### src/rtl/tkpp_pkg.sv
// ============================================================================
// tkpp_pkg: shared types and constants of the top-K spectral peak picker
// Field widths, reset values and the snapshot handoff used between units.
// ============================================================================
`default_nettype none

package tkpp_pkg;

    // Fixed field widths of the beat payloads.
    localparam int LEVEL_W      = 16;
    localparam int FRAME_W      = 16;
    localparam int PEAK_BIN_W   = 9;
    localparam int LOWEST_BIN_W = 9;

    // Defaults for the top-level parameters.
    localparam int TOP_K_DEFAULT = 5;
    localparam int BINS_DEFAULT  = 512;

    // Reset value of the lowest qualifying bin register.
    localparam logic [LOWEST_BIN_W-1:0] LOWEST_BIN_RESET = LOWEST_BIN_W'(10);

    typedef logic signed [LEVEL_W-1:0] level_t;
    typedef logic [FRAME_W-1:0]        frame_t;

    // Handoff from the frame logic to the result buffer at a frame end.
    typedef struct packed {
        logic   load;
        frame_t frame;
    } snap_t;

endpackage

`default_nettype wire

### src/rtl/tkpp_keep.sv
// ============================================================================
// tkpp_keep: kept peak list of the current frame
// Holds up to TOP_K entries in arrival order and applies one offer per beat.
// ============================================================================
`default_nettype none

module tkpp_keep #(
    parameter int TOP_K = tkpp_pkg::TOP_K_DEFAULT,
    parameter int BINS  = tkpp_pkg::BINS_DEFAULT,
    localparam int BW   = $clog2(BINS),
    localparam int CW   = $clog2(TOP_K + 1)
) (
    input  logic             clk,
    input  logic             rst_n,
    input  logic             offer_en,
    input  logic             qualify,
    input  logic             clear,
    input  tkpp_pkg::level_t level,
    input  logic [BW-1:0]    bin,
    output logic [CW-1:0]    snap_count,
    output logic [BW-1:0]    snap_bins [TOP_K],
    output tkpp_pkg::level_t snap_levels [TOP_K]
);
    import tkpp_pkg::*;

    logic [CW-1:0] count_reg;
    logic [BW-1:0] bins_reg [TOP_K];
    level_t        levels_reg [TOP_K];

    logic [CW-1:0] count_next;
    logic [BW-1:0] bins_next [TOP_K];
    level_t        levels_next [TOP_K];

    logic [TOP_K-1:0] weakest;
    logic [TOP_K-1:0] evict_from;
    logic             new_wins;
    logic             full;

    // Entry a is weaker than entry b: lower level, or equal level and higher bin.
    function automatic logic weaker(input level_t la, input logic [BW-1:0] ba,
                                    input level_t lb, input logic [BW-1:0] bb);
        logic r;
        if (la != lb)
        begin
            r = (la < lb);
        end
        else
        begin
            r = (ba > bb);
        end
        return r;
    endfunction

    // The weakest entry is the highest index among the entries of lowest rank:
    // it is no stronger than every earlier one and weaker than every later one.
    always_comb
    begin
        logic ok;
        for (int i = 0; i < TOP_K; i++)
        begin
            ok = 1'b1;
            for (int j = 0; j < TOP_K; j++)
            begin
                if (j < i)
                begin
                    if (weaker(levels_reg[j], bins_reg[j], levels_reg[i], bins_reg[i]))
                    begin
                        ok = 1'b0;
                    end
                end
                else if (j > i)
                begin
                    if (!weaker(levels_reg[i], bins_reg[i], levels_reg[j], bins_reg[j]))
                    begin
                        ok = 1'b0;
                    end
                end
            end
            weakest[i] = ok;
        end
    end

    always_comb
    begin
        logic acc;
        acc      = 1'b0;
        new_wins = 1'b0;
        for (int i = 0; i < TOP_K; i++)
        begin
            acc           = acc | weakest[i];
            evict_from[i] = acc;
            if (weakest[i] && weaker(levels_reg[i], bins_reg[i], level, bin))
            begin
                new_wins = 1'b1;
            end
        end
    end

    assign full = (count_reg == CW'(TOP_K));

    always_comb
    begin
        count_next  = count_reg;
        bins_next   = bins_reg;
        levels_next = levels_reg;
        if (qualify)
        begin
            if (!full)
            begin
                for (int i = 0; i < TOP_K; i++)
                begin
                    if (CW'(i) == count_reg)
                    begin
                        bins_next[i]   = bin;
                        levels_next[i] = level;
                    end
                end
                count_next = CW'(count_reg + 1'b1);
            end
            else if (new_wins)
            begin
                // Close the gap left by the evicted entry and append the newcomer.
                for (int i = 0; i < TOP_K - 1; i++)
                begin
                    if (evict_from[i])
                    begin
                        bins_next[i]   = bins_reg[i + 1];
                        levels_next[i] = levels_reg[i + 1];
                    end
                end
                bins_next[TOP_K-1]   = bin;
                levels_next[TOP_K-1] = level;
            end
        end
    end

    assign snap_count  = count_next;
    assign snap_bins   = bins_next;
    assign snap_levels = levels_next;

    always_ff @(posedge clk or negedge rst_n)
    begin
        if (!rst_n)
        begin
            count_reg <= '0;
        end
        else if (offer_en)
        begin
            count_reg <= clear ? '0 : count_next;
        end
    end

    always_ff @(posedge clk)
    begin
        if (offer_en)
        begin
            bins_reg   <= bins_next;
            levels_reg <= levels_next;
        end
    end

endmodule

`default_nettype wire

### src/rtl/tkpp_emit.sv
// ============================================================================
// tkpp_emit: result buffer of a finished frame
// Takes the kept list at a frame end and shifts it out one peak per beat.
// ============================================================================
`default_nettype none

module tkpp_emit #(
    parameter int TOP_K = tkpp_pkg::TOP_K_DEFAULT,
    parameter int BINS  = tkpp_pkg::BINS_DEFAULT,
    localparam int BW   = $clog2(BINS),
    localparam int CW   = $clog2(TOP_K + 1)
) (
    input  logic                                 clk,
    input  logic                                 rst_n,
    input  tkpp_pkg::snap_t                      snap,
    input  logic [CW-1:0]                        snap_count,
    input  logic [BW-1:0]                        snap_bins [TOP_K],
    input  tkpp_pkg::level_t                     snap_levels [TOP_K],
    input  logic                                 out_stall,
    output logic                                 out_valid,
    output tkpp_pkg::frame_t                     frame_number,
    output logic [tkpp_pkg::PEAK_BIN_W-1:0]      peak_bin,
    output tkpp_pkg::level_t                     peak_level,
    output logic                                 last_peak
);
    import tkpp_pkg::*;

    logic [CW-1:0] count_reg;
    frame_t        frame_reg;
    logic [BW-1:0] bins_reg [TOP_K];
    level_t        levels_reg [TOP_K];
    logic          take;

    assign out_valid    = (count_reg != '0);
    assign take         = out_valid && !out_stall;
    assign frame_number = frame_reg;
    assign peak_bin     = PEAK_BIN_W'(bins_reg[0]);
    assign peak_level   = levels_reg[0];
    assign last_peak    = (count_reg == CW'(1));

    // A load only comes while the buffer is empty, so it never meets a take.
    always_ff @(posedge clk or negedge rst_n)
    begin
        if (!rst_n)
        begin
            count_reg <= '0;
        end
        else if (snap.load)
        begin
            count_reg <= snap_count;
        end
        else if (take)
        begin
            count_reg <= CW'(count_reg - 1'b1);
        end
    end

    always_ff @(posedge clk)
    begin
        if (snap.load)
        begin
            frame_reg  <= snap.frame;
            bins_reg   <= snap_bins;
            levels_reg <= snap_levels;
        end
        else if (take)
        begin
            for (int i = 0; i < TOP_K - 1; i++)
            begin
                bins_reg[i]   <= bins_reg[i + 1];
                levels_reg[i] <= levels_reg[i + 1];
            end
        end
    end

endmodule

`default_nettype wire

### src/rtl/top_k_spectral_peak_picker_unit.sv
// ============================================================================
// top_k_spectral_peak_picker_unit: per-frame top-K spectral peak selection
// Keeps the TOP_K strongest qualifying bins of each frame and emits them in
// ascending bin order when the frame's last bin arrives.
// ============================================================================
//
//  Channel   | Direction | Handshake            | Payload
//  ----------+-----------+----------------------+---------------------------------
//  input     | in        | in_valid / in_stall  | level_db, frame_end
//  output    | out       | out_valid / out_stall| frame_number, peak_bin,
//            |           |                      | peak_level, last_peak
//  config    | in        | lowest_bin_we        | lowest_bin
//
//  An input beat is registered, then offered to the kept list from the input
//  register, so one bin is taken every cycle while the input does not stall.
//  A frame-end beat copies the final list into the result buffer, which
//  shifts out one peak per output beat, starting once the buffer is loaded.
//  The input stalls only when a frame-end beat waits in the input register
//  while the previous frame's peaks are still in the result buffer.
//  Reset (rst_n low, asynchronous) clears the counters, the kept count and
//  the result buffer, and sets lowest_bin to 10.
// ============================================================================
`default_nettype none

module top_k_spectral_peak_picker_unit #(
    parameter int TOP_K = tkpp_pkg::TOP_K_DEFAULT,
    parameter int BINS  = tkpp_pkg::BINS_DEFAULT
) (
    input  logic                                clk,
    input  logic                                rst_n,
    // Configuration
    input  logic                                lowest_bin_we,
    input  logic [tkpp_pkg::LOWEST_BIN_W-1:0]   lowest_bin,
    // Input channel
    input  logic                                in_valid,
    output logic                                in_stall,
    input  tkpp_pkg::level_t                    level_db,
    input  logic                                frame_end,
    // Output channel
    output logic                                out_valid,
    input  logic                                out_stall,
    output tkpp_pkg::frame_t                    frame_number,
    output logic [tkpp_pkg::PEAK_BIN_W-1:0]     peak_bin,
    output tkpp_pkg::level_t                    peak_level,
    output logic                                last_peak
);
    import tkpp_pkg::*;

    localparam int BW   = $clog2(BINS);
    localparam int CW   = $clog2(TOP_K + 1);
    localparam int CMPW = (BW > LOWEST_BIN_W) ? BW : LOWEST_BIN_W;

    // Configuration register.
    logic [LOWEST_BIN_W-1:0] lowest_bin_reg;

    // Input register stage.
    logic   in_valid_reg;
    level_t in_level_reg;
    logic   in_end_reg;

    // Frame bookkeeping.
    logic [BW-1:0] bin_cnt_reg;
    logic [BW-1:0] bin_cnt_next;
    frame_t        frame_cnt_reg;
    frame_t        frame_cnt_next;

    logic          in_take;
    logic          proc;
    logic          qualify;
    snap_t         snap;
    logic [CW-1:0] snap_count;
    logic [BW-1:0] snap_bins [TOP_K];
    level_t        snap_levels [TOP_K];

    // The registered beat is worked on unless it ends a frame while the
    // result buffer still holds the previous frame's peaks.
    assign proc     = in_valid_reg && !(in_end_reg && out_valid);
    assign in_stall = in_valid_reg && !proc;
    assign in_take  = in_valid && !in_stall;

    assign qualify = (CMPW'(bin_cnt_reg) >= CMPW'(lowest_bin_reg));

    assign snap.load  = proc && in_end_reg;
    assign snap.frame = frame_cnt_reg;

    always_comb
    begin
        bin_cnt_next   = bin_cnt_reg;
        frame_cnt_next = frame_cnt_reg;
        if (proc)
        begin
            if (in_end_reg)
            begin
                bin_cnt_next   = '0;
                frame_cnt_next = FRAME_W'(frame_cnt_reg + 1'b1);
            end
            else if (bin_cnt_reg != BW'(BINS - 1))
            begin
                // The counter holds at the top bin for over-long frames.
                bin_cnt_next = BW'(bin_cnt_reg + 1'b1);
            end
        end
    end

    always_ff @(posedge clk or negedge rst_n)
    begin
        if (!rst_n)
        begin
            lowest_bin_reg <= LOWEST_BIN_RESET;
            in_valid_reg   <= 1'b0;
            bin_cnt_reg    <= '0;
            frame_cnt_reg  <= '0;
        end
        else
        begin
            if (lowest_bin_we)
            begin
                lowest_bin_reg <= lowest_bin;
            end
            if (in_take)
            begin
                in_valid_reg <= 1'b1;
            end
            else if (proc)
            begin
                in_valid_reg <= 1'b0;
            end
            bin_cnt_reg   <= bin_cnt_next;
            frame_cnt_reg <= frame_cnt_next;
        end
    end

    always_ff @(posedge clk)
    begin
        if (in_take)
        begin
            in_level_reg <= level_db;
            in_end_reg   <= frame_end;
        end
    end

    tkpp_keep #(
        .TOP_K (TOP_K),
        .BINS  (BINS)
    ) u_keep (
        .clk         (clk),
        .rst_n       (rst_n),
        .offer_en    (proc),
        .qualify     (qualify),
        .clear       (in_end_reg),
        .level       (in_level_reg),
        .bin         (bin_cnt_reg),
        .snap_count  (snap_count),
        .snap_bins   (snap_bins),
        .snap_levels (snap_levels)
    );

    tkpp_emit #(
        .TOP_K (TOP_K),
        .BINS  (BINS)
    ) u_emit (
        .clk          (clk),
        .rst_n        (rst_n),
        .snap         (snap),
        .snap_count   (snap_count),
        .snap_bins    (snap_bins),
        .snap_levels  (snap_levels),
        .out_stall    (out_stall),
        .out_valid    (out_valid),
        .frame_number (frame_number),
        .peak_bin     (peak_bin),
        .peak_level   (peak_level),
        .last_peak    (last_peak)
    );

    // The input only backs up while a previous frame's peaks are pending.
    a_stall_needs_results: assert property (@(posedge clk) disable iff (!rst_n)
        in_stall |-> out_valid)
        else $error("input stalled with an empty result buffer");

    // A peak that is not the last one of its frame is followed by another.
    a_more_after_non_last: assert property (@(posedge clk) disable iff (!rst_n)
        (out_valid && !out_stall && !last_peak) |=> out_valid)
        else $error("result buffer ran dry before the last peak");

    // All peaks of one frame carry the same frame number.
    a_frame_steady: assert property (@(posedge clk) disable iff (!rst_n)
        (out_valid && !out_stall && !last_peak) |=> frame_number == $past(frame_number))
        else $error("frame number changed within a frame's peaks");

endmodule

`default_nettype wire
### config.mk
export PLATFORM = sky130hd
export DESIGN_NAME = top_k_spectral_peak_picker_unit
export DESIGN_NICKNAME = d
export VERILOG_FILES = /design/src/rtl/tkpp_pkg.sv /design/src/rtl/tkpp_keep.sv /design/src/rtl/tkpp_emit.sv /design/src/rtl/top_k_spectral_peak_picker_unit.sv
export SDC_FILE = /design/constraint.sdc
export NUM_CORES = 1
export LEC_CHECK = 0
export ABC_AREA = 1
export CAP_MARGIN = 20
export CORE_MARGIN = 4
export CORE_UTILIZATION = 35
export CTS_BUF_LIST = sky130_fd_sc_hd__clkbuf_8
export DETAILED_ROUTE_END_ITERATION = 10
export DONT_BUFFER_PORTS = 1
export PLACE_DENSITY = 0.61
export SLEW_MARGIN = 20
export SYNTH_ARGS = -nofsm -noshare
export SYNTH_HDL_FRONTEND = slang
export SYNTH_SLANG_ARGS = --single-unit
### constraint.sdc
create_clock -name clk -period 7.7 [get_ports clk]
set_clock_uncertainty 0.2 [all_clocks]
set_input_delay 1.54 -clock clk [delete_from_list [all_inputs] [get_ports clk]]
set_output_delay 1.54 -clock clk [all_outputs]
set_load 0.1 [all_outputs]
== Word level (Yosys, flattened, before mapping) ==
Cells that the tools add are included.

* Bits in registers: 324
* Input port bits: 31

* Add/subtract/negate cells: 4
* Order comparisons: 31
* Eq/ne operators: 22
* Multiplexer cells: 77
* Bitwise logic cells: 3
* Reduce and logical (&&, ||, !) cells: 22

{| class="wikitable"
|+ Operator list
! kind !! count
|-
| $lt A16 B16 Y1 || 15
|-
| $mux W80 || 3
|-
| $ne A16 B16 Y1 || 15
|-
| $mux W16 || 9
|-
| $gt A9 B9 Y1 || 15
|-
| $mux W45 || 3
|-
| $mux W64 || 2
|-
| $mux W9 || 11
|-
| $mux W36 || 2
|-
| $mux W1 || 42
|-
| $add A16 B1 Y16 const B || 1
|-
| $mux W3 || 5
|-
| $logic_and A1 B1 Y1 || 11
|-
| $add A9 B1 Y9 const B || 1
|-
| $ge A9 B9 Y1 || 1
|-
| $ne A9 B9 Y1 const B || 1
|-
| $eq A2 B3 Y1 const A || 2
|-
| $reduce_bool A2 Y1 || 3
|-
| $logic_not A1 Y1 || 4
|-
| $reduce_and A2 Y1 || 2
|-
| $add A3 B1 Y3 const B || 1
|-
| $eq A1 B3 Y1 const A || 1
|-
| $eq A3 B1 Y1 const B || 1
|-
| $eq A3 B3 Y1 const A || 1
|-
| other kinds (5) || 7
|}

== Logic depth before layout (Yosys ltp) ==
Gate-level depths: netlist of run 1.

* Depth in word-level cells: 16
* Depth in mapped cells: 27

== Modules after synthesis ==
From an unflattened synthesis of run 1, not the netlist that was laid out.

* Cell total of the unflattened synthesis: 3,202
* Area, all modules: 25,836.0 µm²

{| class="wikitable"
|+ By module, submodules not included
! module !! instances !! cells an instance !! area each (µm²)
|-
| tkpp_keep || 1 || 2,426 || 17,426.7
|-
| tkpp_emit || 1 || 522 || 5,949.5
|-
| top_k_spectral_peak_picker_unit || 1 || 254 || 2,459.9
|}

== Least setup slack after synthesis of run 1 ==
OpenSTA, ideal clock, no wires.

* Kind: register to register
* Start: register u_emit.count_reg[0]
* End: register u_emit.bins_reg[10] (netlist name) (enable)
* Library setup time: 0.933 ns
* Arrival: 6.876 ns
* Slack: -0.309 ns
* Stages on the path, launching flop included: 11
* Period minus slack after synthesis: 8.009 ns
* Path through: dfrtp_1 > inv_1 > ha_1 > nand2_1 > nand2_1 > nand2_1 > clkinv_1 > nand2_1 > clkbuf_1 > clkbuf_1 > nand2_1

* Cells in the longest elaborated chain, start to end: 6
* Elaborated cells between the ends (all ways): 7
* Classes of those cells: reduce/logical: 7

{| class="wikitable"
|+ RTL lines
! element !! line !! RTL
|-
| start, declared || tkpp_emit.sv:28 || <nowiki>logic [CW-1:0] count_reg;</nowiki>
|-
| start signal, assigned || tkpp_emit.sv:50 || <nowiki>count_reg <= snap_count;</nowiki>
|-
| start signal, assigned || tkpp_emit.sv:54 || <nowiki>count_reg <= CW'(count_reg - 1'b1);</nowiki>
|-
| $reduce_bool A3 Y1 || tkpp_emit.sv:34 || <nowiki>assign out_valid = (count_reg != '0);</nowiki>
|-
| net out_valid || top_k_spectral_peak_picker_unit.sv:40 || <nowiki>output logic out_valid,</nowiki>
|-
| $logic_and A1 B1 Y1 || top_k_spectral_peak_picker_unit.sv:77 || <nowiki>assign proc = in_valid_reg && !(in_end_reg && out_valid);</nowiki>
|-
| $logic_not A1 Y1 || top_k_spectral_peak_picker_unit.sv:77 ||
|-
| $logic_and A1 B1 Y1 || top_k_spectral_peak_picker_unit.sv:77 ||
|-
| net proc || top_k_spectral_peak_picker_unit.sv:68 || <nowiki>logic proc;</nowiki>
|-
| $logic_and A1 B1 Y1 || top_k_spectral_peak_picker_unit.sv:83 || <nowiki>assign snap.load = proc && in_end_reg;</nowiki>
|-
| $reduce_bool A2 Y1 (no source line) || - ||
|-
| end signal, assigned || tkpp_emit.sv:63 || <nowiki>bins_reg <= snap_bins;</nowiki>
|-
| end signal, assigned by index || tkpp_emit.sv:70 || <nowiki>bins_reg[i] <= bins_reg[i + 1];</nowiki>
|-
| end, declared || tkpp_emit.sv:30 || <nowiki>logic [BW-1:0] bins_reg [TOP_K];</nowiki>
|}

The timed path passes the listed nets, and every way through them passes these cells.
A chain may end at the register's enable or synchronous reset.

==> results of run 1 <==
path summary, 6_finish.rpt:
check / slack (ps) / to / startpoint
worst max-delay path: 2290 / u_emit.levels_reg[10] / u_keep.bins_reg[23]
worst min-delay path: 270 / u_emit.frame_number[14] / frame_cnt_reg[14]
worst max register to register: 2290 / u_emit.levels_reg[10] / u_keep.bins_reg[23]
worst min register to register: 270 / u_emit.frame_number[14] / frame_cnt_reg[14]
max in group asynchronous: 6800 / lowest_bin_reg[3] / rst_n
min in group asynchronous: 300 / u_emit.count_reg[0] / rst_n
cell usage after synthesis, types with 15 or more instances:
library cell	number
nand2_1	996
ha_1	395
inv_1	384
edfxtp_1	283
a21oi_1	232
nand3_1	169
o21ai_0	160
nor2_1	152
clkbuf_1	83
o211ai_1	79
nand4_1	51
dfrtp_1	39
nand3b_1	34
buf_4	31
o2111ai_1	27
o22ai_1	26
o221ai_1	25
nor3_1	21
o21ai_1	20
buf_2	16
buf_1	15
where the power goes:
group	internal (mW)	switching (mW)	leakage, nW
sequential	2.72	1.05	3.26
clock	0.951	0.866	0.718
combinational	1.58	3.53	9.49
total	5.24	5.44	13.5
worst max-delay path, cell delays in order (launching register included):
cell and delay (ps):
edfxtp_1 470, inv_1 200, ha_1 320, nand2_1 70, nor4_1 840, nor2_1 110, nand2_1 110, nand2_1 80
nor2_1 190, nand3_2 590, nand2_1 280, nor2_2 70, nand2_4 540, nand2_1 210, nand2_2 570, o211ai_1 200
routing by layer:
metal,global-route usage,routed length [um],vias to the layer above
li1,-,-,11300
met1,0.303,39200,11000
met2,0.321,36800,948
met3,0.0327,6490,142
met4,0.0637,2530,0
met5,0,0,-
area by class of cell:
class | instances | area [um2]
fillers | 7734 | 46100
clock buffers | 71 | 977
repair buffers | 24 | 180
inverters | 389 | 1470
well taps | 969 | 1210
diodes | 2 | 5.00
multi-input cells | 2468 | 14800
clock inverters | 43 | 299
flip-flops and latches | 324 | 9530
cells in the final DEF, fill, tap and decap left out, types with 3 or more instances in the layout:
cell type,count
nor4b_1,3
bufinv_16,3
nand2_1,991
inv_2,5
o2111ai_1,27
nor4_1,8
clkbuf_8,71
buf_4,24
o221ai_1,25
nand3b_1,34
a21oi_1,232
nor3_1,21
o21a_1,10
nand2_4,4
nor2_1,151
a21o_1,12
inv_1,400
nand4_1,51
clkinv_1,9
nor2_2,4
nand3_1,168
o22ai_1,26
ha_1,394
xor2_1,14
a31oi_1,3
o211ai_1,79
o21ai_1,20
o21ai_0,160
dfrtp_1,39
nand2_2,5
edfxtp_1,283
clkinv_2,8
through the flow:
step	hold slack (ps)	util	total power, mW	cells
4_1_cts	260	0.381	10.7	4288
2_1_floorplan	225	-	7.30	3329
3_5_place_dp	260	0.364	8.81	4174
3_3_place_gp	246	0.364	8.75	4174
5_1_grt	267	0.381	11.5	4290
6_report	272	0.381	10.7	4290
cells by family (layout without fill, tap and decap cells):
kind of cell	Yosys count	in the layout	synth area share
buf+inv	537	527	0.0823
xor+xnor	16	16	0.00530
fa+ha+maj	395	395	0.187
other cells	0	2	0
flops	324	324	0.361
simple gates	1454	1454	0.231
mux	1	1	0.000426
compound gates	602	602	0.133
==> metrics.md, run 1 <==
| Metric | Value |
|---|---|
| Outcome | complete, no violations |
| Largest net degree at the start of global routing | 82 |
| Drt via density | 5.45 |
| Clock Sink Count | 324 |
| Hold path depth | 0 |
| Post-DR wirelength/cell | 19.8 um |
| CP Launch Type | flop |
| Chip height | 283 um |
| Crit path max fanout | 52 |
| Pre-CTS setup slack | 2470 ps |
| Post-synth cell types | 50 |
| DRT Wirelength | 85000 um |
| DRT Pass-1 Iters | 6 |
| Max Fclk | 185 MHz |
| Die W | 283 um |
| Max cap viols | 0 |
| Final layout net count | 3694 |
| IO buf count | 0 |
| Initial antenna violation count | 3 |
| Worst-path clk slew | 70 ps |
| Aggregate global routing overflow | 0 |
| Final Hold Vio Count | 0 |
| Synth warn | 0 |
| Clock root buffer master | clkbuf_8 |
| HPWL Detailed | 62100 um |
| Worst-Margin Slew | 1130 ps |
| PD cells | 376 nW/um2 |
| Number of synthesized flops with an enable pin | 283 |
| Placer Congestion | 0.984 |
| Area of placed instances | 27100 um2 |
| Global-route wire length before repair | 130000 um |
| Leakage power | 13.5 nW |
| Clock Path Buffers | 3 |
| H-Tree Level Count | 2 |
| Post-synth top area share | 0.322 |
| FF+latch count, synth | 324 |
| Initial core utilization | 0.354 |
| Clock Latency Late Sink | 730 ps |
| Number of flip-flops in the largest register | 80 |
| Iter 0 DRT Violations | 2157 |
| Top FF cell, synth | edfxtp_1 |
| Slew HR | 0.247 |
| Post_cts resized | 0 |
| Final Cell Area | 28400 um2 |
| RSZ-0062 raised after global routing | no |
| Vias | 23400 |
| Reg2Reg Depth | 15 |
| Core area | 74600 um2 |
| Crit end category | flop |
| Final slew viol count | 0 |
| Dominant cells by area after synthesis | edfxtp_1 32%, ha_1 19%, nand2_1 14%, inv_1 5.5%, a21oi_1 4.4% |
| Min Clock Period, post-route | 5410 ps |
| Io pins | 75 |
| Post-synthesis cell count | 3329 |
| Vias in the first global route | 21900 |
| CP required | 7890 ps |
| Worst Path Arrival | 5600 ps |
| Ratio of cells with drive above 1 in the final layout | 0.0449 |
| Die area | 80000 um2 |
| Post-CTS Hold Buffers | 0 |
| TritonCTS Buffers | 61 |
| Asr flop ratio synth | 0.127 |
| Setup_tns | 0 ps |
| Syn_nets | 3755 |
| Setup WS post-layout | 2290 ps |
| Post-CTS Setup Inserts | 0 |
| Synthesized area | 26400 um2 |
| TritonCTS clock tree | built |
| Average size of a mapped cell | 7.94 um2 |
| Post-route DRC | 0 |
| Total global-route track usage | 0.209 |
| Kind of critical path | reg2reg |
| P&R area growth vs syn | 7.60% |
| Leading area contributor after synthesis | edfxtp_1 |
| Maximum vdd drop | 0.255 mV |
| Hold Crit Class | reg2reg |
| Seq/Total Area, Yosys | 0.361 |
| Routed Antenna Nets | 0 |
| Tcrit/Tclk final | 0.702 |
| FP Rows | 100 |
| Setup violators final | 0 |
(Power assumes the default switching activity.)
==> inputs of run 2 (changes only) <==
==> constraint.sdc (replaced) <==
create_clock -name clk -period 4.8 [get_ports clk]
set_clock_uncertainty 0.2 [all_clocks]
set_input_delay 0.96 -clock clk [delete_from_list [all_inputs] [get_ports clk]]
set_output_delay 0.96 -clock clk [all_outputs]
set_load 0.1 [all_outputs]
==> run 2 against run 1 <==
  * Setup slack got worse by 1800 ps
  * Maximum frequency increased by 25%
  * Critical endpoint is now u_emit.bins_reg[15]
  * First-iteration DRC count decreased by 1.7%
  * Via count decreased by 0.15%
  * Count of clock-buffer cells in the layout decreased by 5
  * Combinational power increased by 65%
  * Sequential cell count unchanged
==> metrics.md, run 2 (synthesis results as in run 1) <==
| Metric | Value |
|---|---|
| M1 WL | 39300 um (+0.22%) |
| CP required | 5060 ps (-2830 ps) |
| Leakage power | 13.7 nW (+1.4%) |
| Hold EP | lowest_bin_reg[1] |
| Clock Latency Late Sink | 720 ps (about the same) |
| DRT Wirelength | 85400 um (+0.47%) |
| Max cap viols | 0 (unchanged) |
| H-Tree Level Count | 2 (unchanged) |
| CP Launch Type | flop |
| Hold path depth | 1 (+1) |
| Min Clock Period, post-route | 4310 ps (-1090 ps) |
| Post-route DRC | 0 (unchanged) |
| Post-DR wirelength/cell | 19.8 um (-0.18%) |
| Clock root buffer master | clkbuf_8 |
| Slowest CP cell | nor4_1 |
| Largest net degree at the start of global routing | 103 (+26%) |
| CP most frequent cell | nand2_1 |
| Aggregate global routing overflow | 0 (unchanged) |
| Global-route wire length before repair | 132000 um (+1.2%) |
| Hold slack | 120 ps (-152 ps) |
| Combinational power share | 0.479 (about the same) |
| Initial antenna violation count | 1 (-2) |
| Area of placed instances | 27400 um2 (+1.1%) |
| Met3 wire len | 6770 um (+4.3%) |
| Reg2reg end | u_emit.bins_reg[15] |
| Post-CTS Setup Inserts | 0 (unchanged) |
| WP buf/inv | 3 (+2) |
| HPWL Detailed | 62300 um (+0.22%) |
| Tcrit/Tclk final | 0.899 (+0.196) |
| Outcome | complete, no violations |
| Maximum vdd drop | 0.481 mV (+88%) |
| Kind of critical path | reg2reg |
| Setup_tns | 0 ps (unchanged) |
| Iter 0 DRT Violations | 2120 (-1.7%) |
| Drt via density | 5.40 (-0.79%) |
| TritonCTS clock tree | built |
| NetSw | 8.79 mW (+61%) |
| Max stage delay on crit path | 910 ps (+70 ps) |
| IO buf count | 0 (unchanged) |
| PD cells | 609 nW/um2 (+62%) |
| Final slew viol count | 0 (unchanged) |
| Crit end category | flop |
| Vias in the first global route | 22500 (+3.1%) |
| Max Fclk | 232 MHz (+25%) |
| DRT Pass-1 Iters | 6 (unchanged) |
| Commonest non-fill, non-tap cell in the layout | nand2_1 |
| Top Metal Used | met4 |
| Number of flip-flops in the largest register | 80 (unchanged) |
| Worst Path Arrival | 4570 ps (-1030 ps) |
| Routed Antenna Nets | 0 (unchanged) |
| Initial core utilization | 0.354 (unchanged) |
| Sequential power share | 0.345 (-0.007) |
| Core area | 74600 um2 (unchanged) |
| Post-CTS Hold Buffers | 2 (+2) |
| Total global-route track usage | 0.212 (+0.00323) |
| Die W | 283 um (unchanged) |
| Final Cell Area | 28800 um2 (+1.3%) |
| Commonest non-fill, non-tap cells in the layout | 993 x nand2_1, 396 x inv_1, 394 x ha_1, 283 x edfxtp_1, 232 x a21oi_1 |
| Delay-heaviest family, CP | simple AND/OR/NAND/NOR gates |
| Clock Sink Count | 324 (unchanged) |
| Reg2reg setup slack | 490 ps (-1810 ps) |
| Ratio of cells with drive above 1 in the final layout | 0.0535 (+0.00857) |
| Final Hold Vio Count | 0 (unchanged) |
| Worst-path clk slew | 70 ps (about the same) |
| Beginning of the worst hold path | lowest_bin_we |
| P_int | 8.75 mW (+67%) |
| Worst-Margin Slew | 1110 ps (-22.1 ps) |
| Clock Path Buffers | 3 (unchanged) |
| P&R area growth vs syn | 9.03% |
| Met2 WL post-DR | 36100 um (-2.0%) |
| Worst flop-to-flop path startpoint | u_keep.bins_reg[22] |
| Slew HR | 0.262 (+0.0150) |
| FP Rows | 100 (unchanged) |
| Crit path max fanout | 26 (-50%) |
| Crit-path cells | inv_1, ha_1, nand2_1, nor4_1, nor2_1, nand2_1, nand2_1, nor2_1, nand3_2, buf_4, nand4_1, buf_4, a21oi_1, nand2_1, nand2_1, nand2_1, nand2_1 |
| Vias | 23300 (-0.15%) |
| Net Sw Frac | 0.501 (-0.00830) |
| Reg2Reg Depth | 17 (+2) |
| Chip height | 283 um (unchanged) |
| Die area | 80000 um2 (unchanged) |
| Io pins | 75 (unchanged) |
| Placer Congestion | 0.943 (-4.2%) |
| Hold Crit Class | in2reg |
| Clock share of power | 0.175 (+0.005) |
| # fillers | 7692 (-0.54%) |
| Post_cts resized | 0 (unchanged) |
| Setup violators final | 0 (unchanged) |
| TritonCTS Buffers | 59 (-3.3%) |
| Final layout net count | 3724 (+0.81%) |
| RSZ-0062 raised after global routing | no |
-- run 2: how the worst max path moves through the flow --
stage	startpoint	cells after the start	to	slack [ps]
after detailed placement	u_keep.bins_reg[22]	17	u_emit.bins_reg[15]	680
final	u_keep.bins_reg[22]	17	u_emit.bins_reg[15]	490
after floorplan	u_emit.count_reg[0]	13	u_emit.levels_reg[41]	440
after CTS	u_keep.levels_reg[79]	17	u_emit.levels_reg[10]	610
after global routing	u_keep.bins_reg[22]	17	u_emit.levels_reg[20]	340
after global placement	bin_cnt_reg[8]	16	u_emit.bins_reg[20]	340
-- run 2: routing by layer --
| layer | GRT usage | vias to the layer above |
|---|---|---|
| met4 | 0.0825 | 0 |
| met3 | 0.0364 | 165 |
| met2 | 0.320 | 881 |
| met1 | 0.304 | 10900 |
| met5 | 0 | - |
| li1 | - | 11400 |
-- run 2: final cells by class --
type                    instances  area, um2  share of cell area
multi-input cells            2468      14800               0.513
flip-flops and latches        324       9530               0.331
inverters                     389       1470              0.0509
well taps                     969       1210              0.0421
clock buffers                  66        908              0.0315
repair buffers                 56        485              0.0169
clock inverters                45        433              0.0150
diodes                          1       2.50           0.0000869
-- run 2: stage by stage --
step | worst slack (ps) | total power, mW | std cells | utilization
after global placement | 342 | 14.2 | 4204 | 0.368
after floorplan | 445 | 11.7 | 3329 | -
final | 486 | 17.5 | 4318 | 0.386
after CTS | 614 | 17.5 | 4317 | 0.386
after global routing | 335 | 19.0 | 4318 | 0.386
after detailed placement | 679 | 14.4 | 4204 | 0.368
-- run 2: power by group through the flow --
| stage | combinational (mW) | sequential, mW | clock (mW) |
|---|---|---|---|
| 2_1_floorplan | 6.71 | 4.96 | 0 |
| 6_report | 8.41 | 6.06 | 3.07 |
| 3_3_place_gp | 8.15 | 6.07 | 0 |
| 3_5_place_dp | 8.27 | 6.09 | 0 |
| 5_1_grt | 9.56 | 6.16 | 3.26 |
| 4_1_cts | 8.31 | 6.04 | 3.17 |
-- run 2: worst register-to-register path: stages (launching register included) --
cell	delay, ps
edfxtp_1	480
inv_1	180
ha_1	330
nand2_1	100
nor4_1	910
nor2_1	110
nand2_1	110
nand2_1	80
nor2_1	210
nand3_2	120
buf_4	270
nand4_1	160
buf_4	350
a21oi_1	150
nand2_1	90
nand2_1	60
nand2_1	60
nand2_1	80
